[src/sv/bst_pkg.sv]
// Shared types and constants for the button stopwatch timekeeper.
package bst_pkg;

    localparam int unsigned TickW  = 7;
    localparam int unsigned HoldW  = 16;
    localparam int unsigned CfgW   = 16;
    localparam int unsigned CfgIdxW = 2;

    localparam logic [9:0] MsLimit   = 10'd999;
    localparam logic [5:0] SecLimit  = 6'd59;
    localparam logic [5:0] MinLimit  = 6'd59;
    localparam logic [6:0] HourLimit = 7'd99;

    localparam logic [TickW-1:0] TickMsReset    = 7'd10;
    localparam logic [HoldW-1:0] LongPressReset = 16'd1000;
    localparam logic [HoldW-1:0] HoldMax        = 16'hFFFF;

    typedef enum logic [CfgIdxW-1:0] {
        CFG_TICK_MS    = 2'd0,
        CFG_LONG_PRESS = 2'd1
    } cfg_idx_t;

    typedef struct packed {
        logic [9:0] millis;
        logic [5:0] seconds;
        logic [5:0] minutes;
        logic [6:0] hours;
    } time_t;

endpackage

[src/sv/bst_time_step.sv]
// Advances the clock value by one tick with cascaded carries.
module bst_time_step (
    input  bst_pkg::time_t               cur,
    input  logic [bst_pkg::TickW-1:0]    tick_ms,
    output bst_pkg::time_t               nxt
);
    import bst_pkg::*;

    logic [10:0] ms_sum;
    logic        sec_carry;
    logic        min_carry;
    logic        hour_carry;

    always_comb
    begin
        ms_sum     = {1'b0, cur.millis} + {4'b0, tick_ms};
        sec_carry  = (ms_sum > {1'b0, MsLimit});
        min_carry  = sec_carry && (cur.seconds == SecLimit);
        hour_carry = min_carry && (cur.minutes == MinLimit);

        nxt = cur;
        // overflowing millis restart at zero, remainder dropped
        nxt.millis = sec_carry ? '0 : ms_sum[9:0];
        if (sec_carry)
        begin
            nxt.seconds = min_carry ? '0 : cur.seconds + 6'd1;
        end
        if (min_carry)
        begin
            nxt.minutes = hour_carry ? '0 : cur.minutes + 6'd1;
        end
        if (hour_carry)
        begin
            nxt.hours = (cur.hours == HourLimit) ? '0 : cur.hours + 7'd1;
        end
    end

endmodule

[src/sv/button_stopwatch_timekeeper.sv]
// Top level of the button stopwatch timekeeper.
// The word for a tick shows on the outputs in the cycle after acceptance.
// Throughput: one tick word per cycle; the clock state register doubles as the result
// register, so a new word is taken whenever the result is free or being taken.
// Reset (rst_n, async, active low): clock cleared, paused, no hold, tick_ms = 10,
// long_press_ms = 1000, no result pending.
module button_stopwatch_timekeeper (
    input  logic                           clk,
    input  logic                           rst_n,
    // configuration write port
    input  logic                           cfg_we,
    input  logic [bst_pkg::CfgIdxW-1:0]    cfg_index,
    input  logic [bst_pkg::CfgW-1:0]       cfg_data,
    // tick word in
    input  logic                           in_valid,
    output logic                           in_ready,
    input  logic                           button_held,
    // time word out
    output logic                           out_valid,
    input  logic                           out_ready,
    output logic [9:0]                     millis,
    output logic [5:0]                     seconds,
    output logic [5:0]                     minutes,
    output logic [6:0]                     hours,
    output logic                           running
);
    import bst_pkg::*;

    // configuration
    logic [TickW-1:0] tick_ms_reg;
    logic [HoldW-1:0] long_press_reg;

    // stopwatch state; also holds the last result word
    time_t            time_reg;
    time_t            time_next;
    time_t            time_stepped;
    logic             run_reg;
    logic             run_next;
    logic [HoldW-1:0] hold_reg;
    logic [HoldW-1:0] hold_next;
    logic             out_valid_reg;
    logic             out_valid_next;

    logic             accept;
    logic             release_evt;
    logic             long_press;
    logic [HoldW:0]   hold_sum;

    // a word is taken when the result slot is empty or drains this cycle
    assign in_ready = !out_valid_reg || out_ready;
    assign accept   = in_valid && in_ready;

    bst_time_step u_step (
        .cur     (time_reg),
        .tick_ms (tick_ms_reg),
        .nxt     (time_stepped)
    );

    always_comb
    begin
        // press duration, saturating
        hold_sum    = {1'b0, hold_reg} + {{(HoldW + 1 - TickW){1'b0}}, tick_ms_reg};
        release_evt = !button_held && (hold_reg != '0);
        long_press  = release_evt && (hold_reg > long_press_reg);

        if (button_held)
        begin
            hold_next = hold_sum[HoldW] ? HoldMax : hold_sum[HoldW-1:0];
        end
        else
        begin
            hold_next = '0;
        end

        // long press clears and pauses; short press toggles
        if (long_press)
        begin
            run_next = 1'b0;
        end
        else if (release_evt)
        begin
            run_next = !run_reg;
        end
        else
        begin
            run_next = run_reg;
        end

        // toggle-to-run advances on the release tick itself
        if (long_press)
        begin
            time_next = '0;
        end
        else if (run_next)
        begin
            time_next = time_stepped;
        end
        else
        begin
            time_next = time_reg;
        end

        if (accept)
        begin
            out_valid_next = 1'b1;
        end
        else if (out_ready)
        begin
            out_valid_next = 1'b0;
        end
        else
        begin
            out_valid_next = out_valid_reg;
        end
    end

    always_ff @(posedge clk or negedge rst_n)
    begin
        if (!rst_n)
        begin
            tick_ms_reg    <= TickMsReset;
            long_press_reg <= LongPressReset;
        end
        else if (cfg_we)
        begin
            case (cfg_idx_t'(cfg_index))
                CFG_TICK_MS:    tick_ms_reg    <= cfg_data[TickW-1:0];
                CFG_LONG_PRESS: long_press_reg <= cfg_data[HoldW-1:0];
                default:        ; // unmapped index, ignored
            endcase
        end
    end

    always_ff @(posedge clk or negedge rst_n)
    begin
        if (!rst_n)
        begin
            time_reg      <= '0;
            run_reg       <= 1'b0;
            hold_reg      <= '0;
            out_valid_reg <= 1'b0;
        end
        else
        begin
            out_valid_reg <= out_valid_next;
            if (accept)
            begin
                time_reg <= time_next;
                run_reg  <= run_next;
                hold_reg <= hold_next;
            end
        end
    end

    assign out_valid = out_valid_reg;
    assign millis    = time_reg.millis;
    assign seconds   = time_reg.seconds;
    assign minutes   = time_reg.minutes;
    assign hours     = time_reg.hours;
    assign running   = run_reg;

    // clock fields never leave their ranges
    a_time_range: assert property (@(posedge clk) disable iff (!rst_n)
        (time_reg.millis <= MsLimit) && (time_reg.seconds <= SecLimit) &&
        (time_reg.minutes <= MinLimit) && (time_reg.hours <= HourLimit))
        else $error("clock field out of range");

    // every accepted word leaves a pending result
    a_result_follows: assert property (@(posedge clk) disable iff (!rst_n)
        accept |=> out_valid_reg)
        else $error("accepted word produced no result");

    // a long press clears the clock and pauses it
    a_long_press: assert property (@(posedge clk) disable iff (!rst_n)
        accept && !button_held && (hold_reg > long_press_reg)
        |=> (time_reg == '0) && !run_reg && (hold_reg == '0))
        else $error("long press did not clear");

    // a paused clock with the button held does not move
    a_paused_hold: assert property (@(posedge clk) disable iff (!rst_n)
        accept && button_held && !run_reg |=> $stable(time_reg) && !run_reg)
        else $error("paused clock moved");

endmodule

[config.mk]
export PLATFORM = sky130hd
export DESIGN_NAME = button_stopwatch_timekeeper
export DESIGN_NICKNAME = d
export VERILOG_FILES = /design/src/sv/bst_pkg.sv /design/src/sv/bst_time_step.sv /design/src/sv/button_stopwatch_timekeeper.sv
export SDC_FILE = /design/constraint.sdc
export NUM_CORES = 1
export LEC_CHECK = 0
export ABC_AREA = 1
export BUFFER_PORTS_ARGS = -buffer_cell sky130_fd_sc_hd__buf_2
export CAP_MARGIN = 15
export CORE_MARGIN = 10
export CORE_UTILIZATION = 53
export CTS_CLUSTER_DIAMETER = 50
export DETAILED_ROUTE_END_ITERATION = 10
export PLACE_DENSITY = 0.71
export SETUP_SLACK_MARGIN = 0.1
export SYNTH_ARGS = -nofsm -noshare
export SYNTH_HDL_FRONTEND = slang
export SYNTH_SLANG_ARGS = --single-unit
[constraint.sdc]
create_clock -name clk -period 2.6 [get_ports clk]
set_input_delay 0.78 -clock clk [delete_from_list [all_inputs] [get_ports clk]]
set_output_delay 0.78 -clock clk [all_outputs]
set_load 0.01 [all_outputs]
# [Word level (Yosys, flattened, before mapping)]
# Cells that the tools add are included.
[classes] n_addsub=5 n_lt_le_gt_ge=2 n_eq_ne=4 muxes=15 reduce_logical=22
[ops] operator="two-way mux 29 bit" count=2
[ops] operator="two-way mux 16 bit" count=2
[ops] operator="two-way mux 6 bit" count=4
[ops] operator="adder 16 x 7 -> 17 bit" count=1
[ops] operator="> comparator 16 bit" count=1
[ops] operator="nonzero test 16 bit" count=1
[ops] operator="two-way mux 7 bit" count=2
[ops] operator="adder 6 x 1 -> 6 bit, second input constant" count=2
[ops] operator="== test 6 bit, second input constant" count=2
[ops] operator="adder 10 x 7 -> 11 bit" count=1
[ops] operator="> comparator 11 x 10 -> 1 bit, second input constant" count=1
[ops] operator="two-way mux 10 bit" count=1
[ops] operator="nonzero test 2 bit" count=5
[ops] operator="AND reduction 3 bit" count=3
[ops] operator="adder 7 x 1 -> 7 bit, second input constant" count=1
[ops] operator="== test 7 bit, second input constant" count=1
[ops] operator="AND reduction 2 bit" count=3
[ops] operator="logical AND 1 bit" count=5
[ops] operator="two-way mux 1 bit" count=4
[ops] operator="zero test 1 bit" count=3
[ops] operator="== test 2 x 1 -> 1 bit, second input constant" count=1
[ops] operator="zero test 2 bit" count=1
[ops] operator="logical OR 1 bit" count=1
[totals] ff_bits=70 input_bits=24 output_inout_bits=32 wordCells=57

# [Logic depth before layout (Yosys ltp)]
# Gate-level depths: netlist (run 1).
[depth] ltp_word=8 depth_mapped=19 ltp_nobuf=18

# [Modules after synthesis]
# Synthesis (run 1) repeated with hierarchy kept, for this count alone.
[hier_totals] cells_unflattened=718 hier_area_um2=5116.2
[modules_own_cells] mod="button_stopwatch_timekeeper" instances=1 cells_each=494 area_each_um2=3936.3 seq_area_each_um2=1761.7
[modules_own_cells] mod="bst_time_step" instances=1 cells_each=224 area_each_um2=1179.9 seq_area_each_um2=0.0

# [Worst setup path after synthesis (run 1)]
# No wires, ideal clock.
[synth_timing] path_type="register -> register" from="register time_reg (netlist bit millis[0])" to="register time_reg (netlist bit minutes[4])" setup_ps=117 t_arrival_ps=2167 required_time_ps=2483 path_slack_ps=316 stages_incl_launch_ff=19 n_path_buf=1 period_less_slack_ps=2284 cell_sequence="dfrtp_1 -> ha_1 -> inv_1 -> fa_1 -> inv_1 -> nand2_1 -> nand2_1 -> nand3_1 -> nand2_1 -> nand2_1 -> nand2_1 -> nand3_2 -> nor2_4 -> nand2_4 -> nand2_8 -> nand3_4 -> buf_6 -> o21ai_1 -> inv_1"
[synth_via] elab_chain_cells=8 elab_cells_between_ends=10 classes_between="add/sub (1); order compare (1); mux (4); reduce/logical (4)"
[synth_rtl] element="from (decl)" line="button_stopwatch_timekeeper.sv:34" rtl="time_t time_reg;"
[synth_rtl] element="from (signal assigned)" line="button_stopwatch_timekeeper.sv:148" rtl="time_reg <= time_next;"
[synth_rtl] element="adder 10 x 7 -> 11 bit (*)" line="bst_time_step.sv:16" rtl="ms_sum = {1'b0, cur.millis} + {4'b0, tick_ms};"
[synth_rtl] element="> comparator 11 x 10 -> 1 bit (*)" line="bst_time_step.sv:17" rtl="sec_carry = (ms_sum > {1'b0, MsLimit});"
[synth_rtl] element="logical AND 1 bit (*)" line="bst_time_step.sv:18" rtl="min_carry = sec_carry && (cur.seconds == SecLimit);"
[synth_rtl] element="logical AND 1 bit" line="bst_time_step.sv:19" rtl="hour_carry = min_carry && (cur.minutes == MinLimit);"
[synth_rtl] element="two-way mux 6 bit" line="bst_time_step.sv:30" rtl="nxt.minutes = hour_carry ? '0 : cur.minutes + 6'd1;"
[synth_rtl] element="two-way mux 6 bit" line="bst_time_step.sv:28" rtl="if (min_carry)"
[synth_rtl] element="two-way mux 29 bit" line="button_stopwatch_timekeeper.sv:94" rtl="else if (run_next)"
[synth_rtl] element="two-way mux 29 bit" line="button_stopwatch_timekeeper.sv:90" rtl="if (long_press)"
# Every way passes the cells marked *; elsewhere a longest branch is shown, timed or not. The select of a mux whose other input is x is not followed.
# A chain may end at the register's enable or synchronous reset.

# [Final worst setup path (run 1)]
[layout_timing] from="register tick_ms_reg[0]" to="register time_reg (netlist bit minutes[2])"
[layout_via] elab_chain_cells=8 elab_cells_between_ends=10 classes_between="add/sub (1); order compare (1); mux (4); reduce/logical (4)"
[layout_rtl] element="from (decl)" line="button_stopwatch_timekeeper.sv:30" rtl="logic [TickW-1:0] tick_ms_reg;"
[layout_rtl] element="from (signal assigned)" line="button_stopwatch_timekeeper.sv:121" rtl="tick_ms_reg <= TickMsReset;"
[layout_rtl] element="from (signal assigned)" line="button_stopwatch_timekeeper.sv:127" rtl="CFG_TICK_MS: tick_ms_reg <= cfg_data[TickW-1:0];"
[layout_rtl] element="adder 10 x 7 -> 11 bit (*)" line="bst_time_step.sv:16"
[layout_rtl] element="> comparator 11 x 10 -> 1 bit (*)" line="bst_time_step.sv:17"
[layout_rtl] element="logical AND 1 bit (*)" line="bst_time_step.sv:18"
[layout_rtl] element="logical AND 1 bit" line="bst_time_step.sv:19"
[layout_rtl] element="two-way mux 6 bit" line="bst_time_step.sv:30"
[layout_rtl] element="two-way mux 6 bit" line="bst_time_step.sv:28"
[layout_rtl] element="two-way mux 29 bit" line="button_stopwatch_timekeeper.sv:94"
[layout_rtl] element="two-way mux 29 bit" line="button_stopwatch_timekeeper.sv:90"
# Marks and branches as above.

==> run_results.csv, run 1 <==
group,metric,value,unit
synthesis,synth_cell_types,43,
synthesis,async_reset_ff_share,100,%
worst_setup_path,r2r_slack,0.15,ns
floorplanning,coreArea,0.00872,mm²
floorplanning,die_y,115,µm
timing,period_share,94.4,%
global_route,grt_max_degree,33,
worst_setup_path,crit_top_cell,"nand2_2",
worst_setup_path,max_stage_delay,0.40,ns
global_route,antenna_found_initial,0,
layout,fillers,781,
worst_setup_path,worst_setup_path_start_kind,"flop",
clocking,postCtsHoldBufs,0,
synthesis,syn_avg_cell_area,7.53,µm²
timing,period_minus_slack,2.45,ns
floorplanning,dieArea,0.0131,mm²
worst_setup_path,r2r-end,"minutes[2]$_DFFE_PN0P_",
worst_setup_path,r2r-start,"tick_ms_reg[0]$_DFFE_PN0P_",
clocking,clk_latency,0.35,ns
worst_setup_path,crit_path_end,"minutes[2]$_DFFE_PN0P_",
worst_setup_path,cp_max_fo,8,
timing,tightest_slew,1.05,ns
timing,max_freq,408,MHz
synthesis,synthFlopType,"dfrtp_1",
power,power.density,769,mW/mm²
run_status,run_status,"complete, no violations",
drt,drt_iter0_drc,251,
global_route,gr-usage-all-layers,18.3,%
timing,clock_skew,0.0113,ns
synthesis,yosys_warnings,0,
worst_setup_path,crit_buf_inv,4,
layout,multi_input_area,0.00272,mm²
timing,whs,0.432,ns
synthesis,yosysSeqAreaShare,37.1,%
synthesis,syn-cell-area,0.00474,mm²
global_route,first_global_vias,4254,
floorplanning,start_util,54.4,%
synthesis,synthCells,630,
layout,syn2layout_area_growth,18.6,%
layout,final_net_count,763,
drt,drc,0,
synthesis,synth_edf_count,0,
timing,slew_headroom,29.6,%
power,ir_drop,0.560,mV
drt,post_drt_wl_per_cell,14.6,µm
layout,seq_area,0.00176,mm²
worst_setup_path,crit_required,2.85,ns
clocking,cts_tree,"yes",
synthesis,synth_fp_nets,689,
worst_setup_path,ff2ff_path_depth,18,
drt,vias,4339,
layout,finish.utilization,64.5,%
floorplanning,die_width,115,µm
clocking,cts_num_sinks,70,
global_route,overflow,0,
worst_setup_path,cp_cell_sequence,"buf_6, ha_4, inv_2, fa_2, inv_2, nand2_2, nand2_2, nand3_2, nand2_1, nand2_1, nand2_2, nand3_4, nor2_4, nand2_4, nand2_8, nand3_4, o21ai_2, inv_1",
worst_setup_path,crit_start,"tick_ms_reg[0]$_DFFE_PN0P_",
worst_setup_path,worstSetupPathType,"reg -> reg",
floorplanning,rows,34,
layout,antenna_cells,0,
floorplanning,ios,56,
timing,slew_viol_final,0,
placed_design,place.gp.congestion,0.906,
placed_design,io_buffers,55,
layout,final_layout_size_suffix_gt1_share,23.4,%
worst_setup_path,arrival,2.70,ns
synthesis,ys_seq_elements,70,
placed_design,dpl.hpwl,8770,µm
clocking,numCtsBuffers,9,
drt,dr.pass1.iters,5,
job,maxCapViolations,0,
worst_hold_path,hold_path.class,"in -> async",
clocking,clock-root-buffer,"clkbuf_8",
clocking,cts_buffer_depth,2,
drt,finalWirelength,11900,µm
global_route,grt_pass1_wl,19900,µm
worst_setup_path,critical_path_depth,18,
clocking,htree_levels,3,
worst_setup_path,crit_path_end_kind,"flop",
timing,hold_violations,0,
clocking,clkTransAtPathRegs,0.08,ns
timing,rsz0062_at_grt,"yes",
worst_setup_path,slowest_stage,"dfrtp_1",
drt,antenna_left,0,
power,leakage,3.11,nW
timing,finalSetupViolCount,0,
drt,vias_per_cell,5.31,
worst_setup_path,cpLargestDelayFamily,"simple AND/OR/NAND/NOR gates",
-- cells by family after synthesis --
| kind of cell | synth area share [%] |
|---|---|
| AND/OR/NAND/NOR | 31.2 |
| buffers and inverters | 8.97 |
| AO/OA/AOI/OAI | 10.6 |
| flip-flops | 37.1 |
| adder cells (fa/ha/maj) | 9.55 |
| XOR/XNOR | 2.59 |
-- metal layers --
metal | global-route usage [%] | vias up | wire length, µm
li1 | - | 2181 | -
met1 | 22.7 | 2025 | 5330
met2 | 30.4 | 117 | 5780
met3 | 5.19 | 16 | 703
met4 | 5.10 | 0 | 109
met5 | 0 | - | 0
-- worst register-to-register path: stages (launching register included) --
cell and delay, ns:
dfrtp_1 0.40, buf_6 0.12, ha_4 0.13, inv_2 0.04, fa_2 0.39, inv_2 0.08
nand2_2 0.06, nand2_2 0.07, nand3_2 0.07, nand2_1 0.07, nand2_1 0.05, nand2_2 0.09
nand3_4 0.08, nor2_4 0.13, nand2_4 0.09, nand2_8 0.12, nand3_4 0.14, o21ai_2 0.17
inv_1 0.06
-- layout make-up --
type                    count  share of cell area, %
flip-flops and latches     70                   31.3
clock buffers              12                   2.40
inverters                  97                   6.52
well taps                 108                   2.40
multi-input cells         455                   48.4
repair buffers             71                   8.12
clock inverters             4                  0.867
-- how the worst min path moves through the flow --
stage | depth (start not counted) | slack (ns) | from | to
6_report | 1 | 0.43 | rst_n | long_press_reg[4]$_DFFE_PN0P_
5_1_grt | 1 | 0.45 | rst_n | long_press_reg[4]$_DFFE_PN0P_
4_1_cts | 1 | 0.43 | rst_n | long_press_reg[4]$_DFFE_PN0P_
3_5_place_dp | 2 | 0.48 | long_press_reg[8]$_DFFE_PN1P_ | long_press_reg[8]$_DFFE_PN1P_
3_3_place_gp | 2 | 0.47 | long_press_reg[1]$_DFFE_PN0P_ | long_press_reg[1]$_DFFE_PN0P_
2_1_floorplan | 2 | 0.45 | long_press_reg[1]$_DFFE_PN0P_ | long_press_reg[1]$_DFFE_PN0P_
-- cell usage in the layout, fill, tap and decap left out, types with 11 or more instances in the layout --
cell type / instances
nand2_2: 19
ha_1: 31
o21ai_1: 14
inv_1: 88
dfrtp_1: 62
nand3_1: 34
nand4_1: 16
xor2_1: 11
o21ai_0: 25
nand2_1: 157
nor2_1: 55
buf_2: 55
a21oi_1: 21
-- through the flow --
step	total power [mW]	instances	area [µm²]	setup WS, ns	setup TNS, ns
after global placement	3.20	788	5150	0.0879	0
after floorplan	2.75	630	4740	0.316	0
after CTS	4.17	810	5440	0.0942	0
final	4.33	817	5630	0.147	0
after global routing	4.66	817	5630	0.0205	0
after detailed placement	3.26	788	5150	-0.00782	-0.00782
-- where the power goes --
| group | switching (mW) | internal, mW | total [mW] |
|---|---|---|---|
| sequential | 0.216 | 1.31 | 1.52 |
| combinational | 1.18 | 0.757 | 1.94 |
| clock | 0.419 | 0.443 | 0.862 |
-- Yosys cell counts (5+ instances only) --
cell type  number  area share, %
clkbuf_1        6           0.47
xor2_1         11            2.0
nand2_1       167             13
nand3b_1        5           0.79
o21ai_0        33            3.5
nand2_2        14            1.8
dfstp_2         8            4.4
ha_1           33            8.7
o22ai_1         5           0.66
nand3_1        36            3.8
nand4_1        16            2.1
dfrtp_1        62             33
o21ai_1         9           0.95
a21oi_1        21            2.2
nor2_1         55            4.4
inv_1          92            7.3
-- what timing repair did --
action / in CTS / in global routing
setup endpoints to repair: 30 / 44
hold endpoints to repair: 0 / 0
buffers inserted: 4 / 7
gates cloned: 2 / 0
resized for setup: 4 / 47
pin swaps: 2 / 21
Power figures use the tool's default switching activity.
==> run 2, diff against run 1 <==
--- a/config.mk
+++ b/config.mk
@@ -8,11 +8,13 @@
 export ABC_AREA = 1
 export BUFFER_PORTS_ARGS = -buffer_cell sky130_fd_sc_hd__buf_2
 export CAP_MARGIN = 15
+export CELL_PAD_IN_SITES_DETAIL_PLACEMENT = 0
+export CELL_PAD_IN_SITES_GLOBAL_PLACEMENT = 2
 export CORE_MARGIN = 10
-export CORE_UTILIZATION = 53
+export CORE_UTILIZATION = 34
 export CTS_CLUSTER_DIAMETER = 50
 export DETAILED_ROUTE_END_ITERATION = 10
-export PLACE_DENSITY = 0.71
+export PLACE_DENSITY = 0.77
 export SETUP_SLACK_MARGIN = 0.1
 export SYNTH_ARGS = -nofsm -noshare
 export SYNTH_HDL_FRONTEND = slang
==> run 2 against run 1 <==
Maximum frequency rose by 5.3%. Register-to-register slack improved by 0.12 ns. Sequential share of layout area fell by 0.57 points. Critical path type unchanged. Critical endpoint is now millis[2]$_DFFE_PN0P_. Largest cell class unchanged. Largest power group unchanged. Highest routed layer unchanged.
==> run_results.csv, run 2 (synthesis results as in run 1) <==
group,metric,value,unit
global_route,first_global_vias,4194,
layout,antenna_cells,0,
drt,antenna_left,0,
drt,drc,0,
global_route,antenna_found_initial,0,
layout,syn2layout_area_growth,20.9,%
floorplanning,ios,56,
worst_setup_path,r2r-end,"millis[2]$_DFFE_PN0P_",
clocking,cts_num_sinks,70,
placed_design,place.gp.congestion,0.789,
worst_setup_path,cp_cell_sequence,"inv_1, ha_1, nand2_1, nor2_2, nand4_1, nor2_2, nor2_4, a21oi_4, nand2_8, nor2_4, buf_4, nand3_1, nand2_1",
placed_design,dpl.hpwl,9140,µm
worst_setup_path,max_stage_delay,0.51,ns
clocking,clk_latency,0.34,ns
drt,post_drt_wl_per_cell,13.7,µm
timing,tightest_slew,1.01,ns
worst_setup_path,arrival,2.61,ns
timing,hold_violations,0,
clocking,numCtsBuffers,9,
worst_setup_path,worst_setup_path_start_kind,"flop",
clocking,htree_levels,3,
worst_setup_path,cp_max_fo,8,
worst_hold_path,hold_path.class,"in -> async",
timing,finalSetupViolCount,0,
timing,whs,0.478,ns
floorplanning,dieArea,0.0191,mm²
power,ir_drop,0.349,mV
layout,final_common_cell,"nand2_1",
timing,slew_viol_final,0,
floorplanning,start_util,34.4,%
drt,vias,4225,
worst_setup_path,crit_buf_inv,2,
floorplanning,die_width,138,µm
worst_setup_path,r2r-start,"long_press_reg[7]$_DFFE_PN1P_",
placed_design,io_buffers,55,
worst_setup_path,worstSetupPathType,"reg -> reg",
timing,rsz0062_at_grt,"yes",
timing,fin_setup_tns,0,ns
floorplanning,coreArea,0.0138,mm²
run_status,run_status,"complete, no violations",
timing,period_share,89.6,%
drt,vias_per_cell,4.74,
global_route,gr-usage-all-layers,13.1,%
worst_setup_path,r2r_slack,0.27,ns
layout,final_layout_size_suffix_gt1_share,22.2,%
worst_setup_path,crit_required,2.88,ns
layout,fin_cells,892,
clocking,cts_buffer_depth,2,
power,power,4.49,mW
drt,drt_iter0_drc,187,
timing,clock_skew,0.0117,ns
worst_setup_path,slowest_stage,"dfstp_2",
worst_setup_path,ff2ff_path_depth,13,
clocking,clkTransAtPathRegs,0.06,ns
global_route,grt_max_degree,71,
clocking,clock-root-buffer,"clkbuf_16",
timing,slew_headroom,32.4,%
drt,finalWirelength,12200,µm
job,maxCapViolations,0,
clocking,postCtsHoldBufs,0,
timing,max_freq,429,MHz
timing,period_minus_slack,2.33,ns
drt,dr.pass1.iters,4,
worst_setup_path,cpLargestDelayFamily,"simple AND/OR/NAND/NOR gates",
clocking,cts_tree,"yes",
floorplanning,rows,43,
worst_setup_path,critical_path_depth,13,
floorplanning,die_y,138,µm
global_route,grt_pass1_wl,20900,µm
layout,layout_common_cells,"nand2_1 (164), inv_1 (90), dfrtp_1 (61)",
worst_setup_path,crit_path_end_kind,"flop",
global_route,overflow,0,
layout,final_net_count,766,
placed_design,dp.cells,867,
power,power.density,783,mW/mm²
power,leakage,3.13,nW
run 2: final cells by class:
type	count	area, µm²
fillers	1459	8040
multi-input cells	455	2660
flip-flops and latches	70	1760
repair buffers	74	443
inverters	97	364
clock buffers	15	278
well taps	180	225
clock inverters	1	5.00
run 2: worst max-delay path by stage:
stage                                        from                      to  slack (ns)
floorplan                   millis[0]$_DFFE_PN0P_  minutes[4]$_DFFE_PN0P_        0.32
global placement            millis[0]$_DFFE_PN0P_  seconds[5]$_DFFE_PN0P_        0.06
detailed placement     tick_ms_reg[0]$_DFFE_PN0P_  seconds[4]$_DFFE_PN0P_        0.03
CTS                    tick_ms_reg[0]$_DFFE_PN0P_  minutes[4]$_DFFE_PN0P_        0.10
global route           tick_ms_reg[0]$_DFFE_PN0P_  minutes[2]$_DFFE_PN0P_        0.09
finish              long_press_reg[7]$_DFFE_PN1P_   millis[2]$_DFFE_PN0P_        0.27
run 2: stage by stage:
step / utilization (%) / setup WS, ns / cell area, µm²
2_1_floorplan: - / 0.316 / 4740
3_3_place_gp: 38.4 / 0.0622 / 5290
3_5_place_dp: 38.4 / 0.0321 / 5290
4_1_cts: 40.7 / 0.104 / 5610
5_1_grt: 41.6 / 0.0861 / 5730
6_report: 41.6 / 0.270 / 5730
run 2: report_power, final:
group          leakage (nW)  total, mW  switching (mW)  internal [mW]
Sequential            0.866       1.51           0.200           1.31
Combinational          2.12       1.79            1.10          0.692
Clock                 0.140       1.19           0.465          0.724
Total                  3.13       4.49            1.76           2.73
run 2: repair_timing:
item                       in CTS  in global routing
pin swaps                       1                 12
setup endpoints to repair      18                 42
gates resized for setup         2                 23
gates cloned                    1                  1
buffers inserted                1                  6
run 2: layer usage:
| metal | track usage [%] | vias to the layer above | wire, µm |
|---|---|---|---|
| met5 | 0 | - | 0 |
| met4 | 3.44 | 0 | 55 |
| met3 | 3.66 | 4 | 524 |
| met2 | 21.3 | 76 | 5700 |
| met1 | 16.6 | 1962 | 5950 |
| li1 | - | 2183 | - |
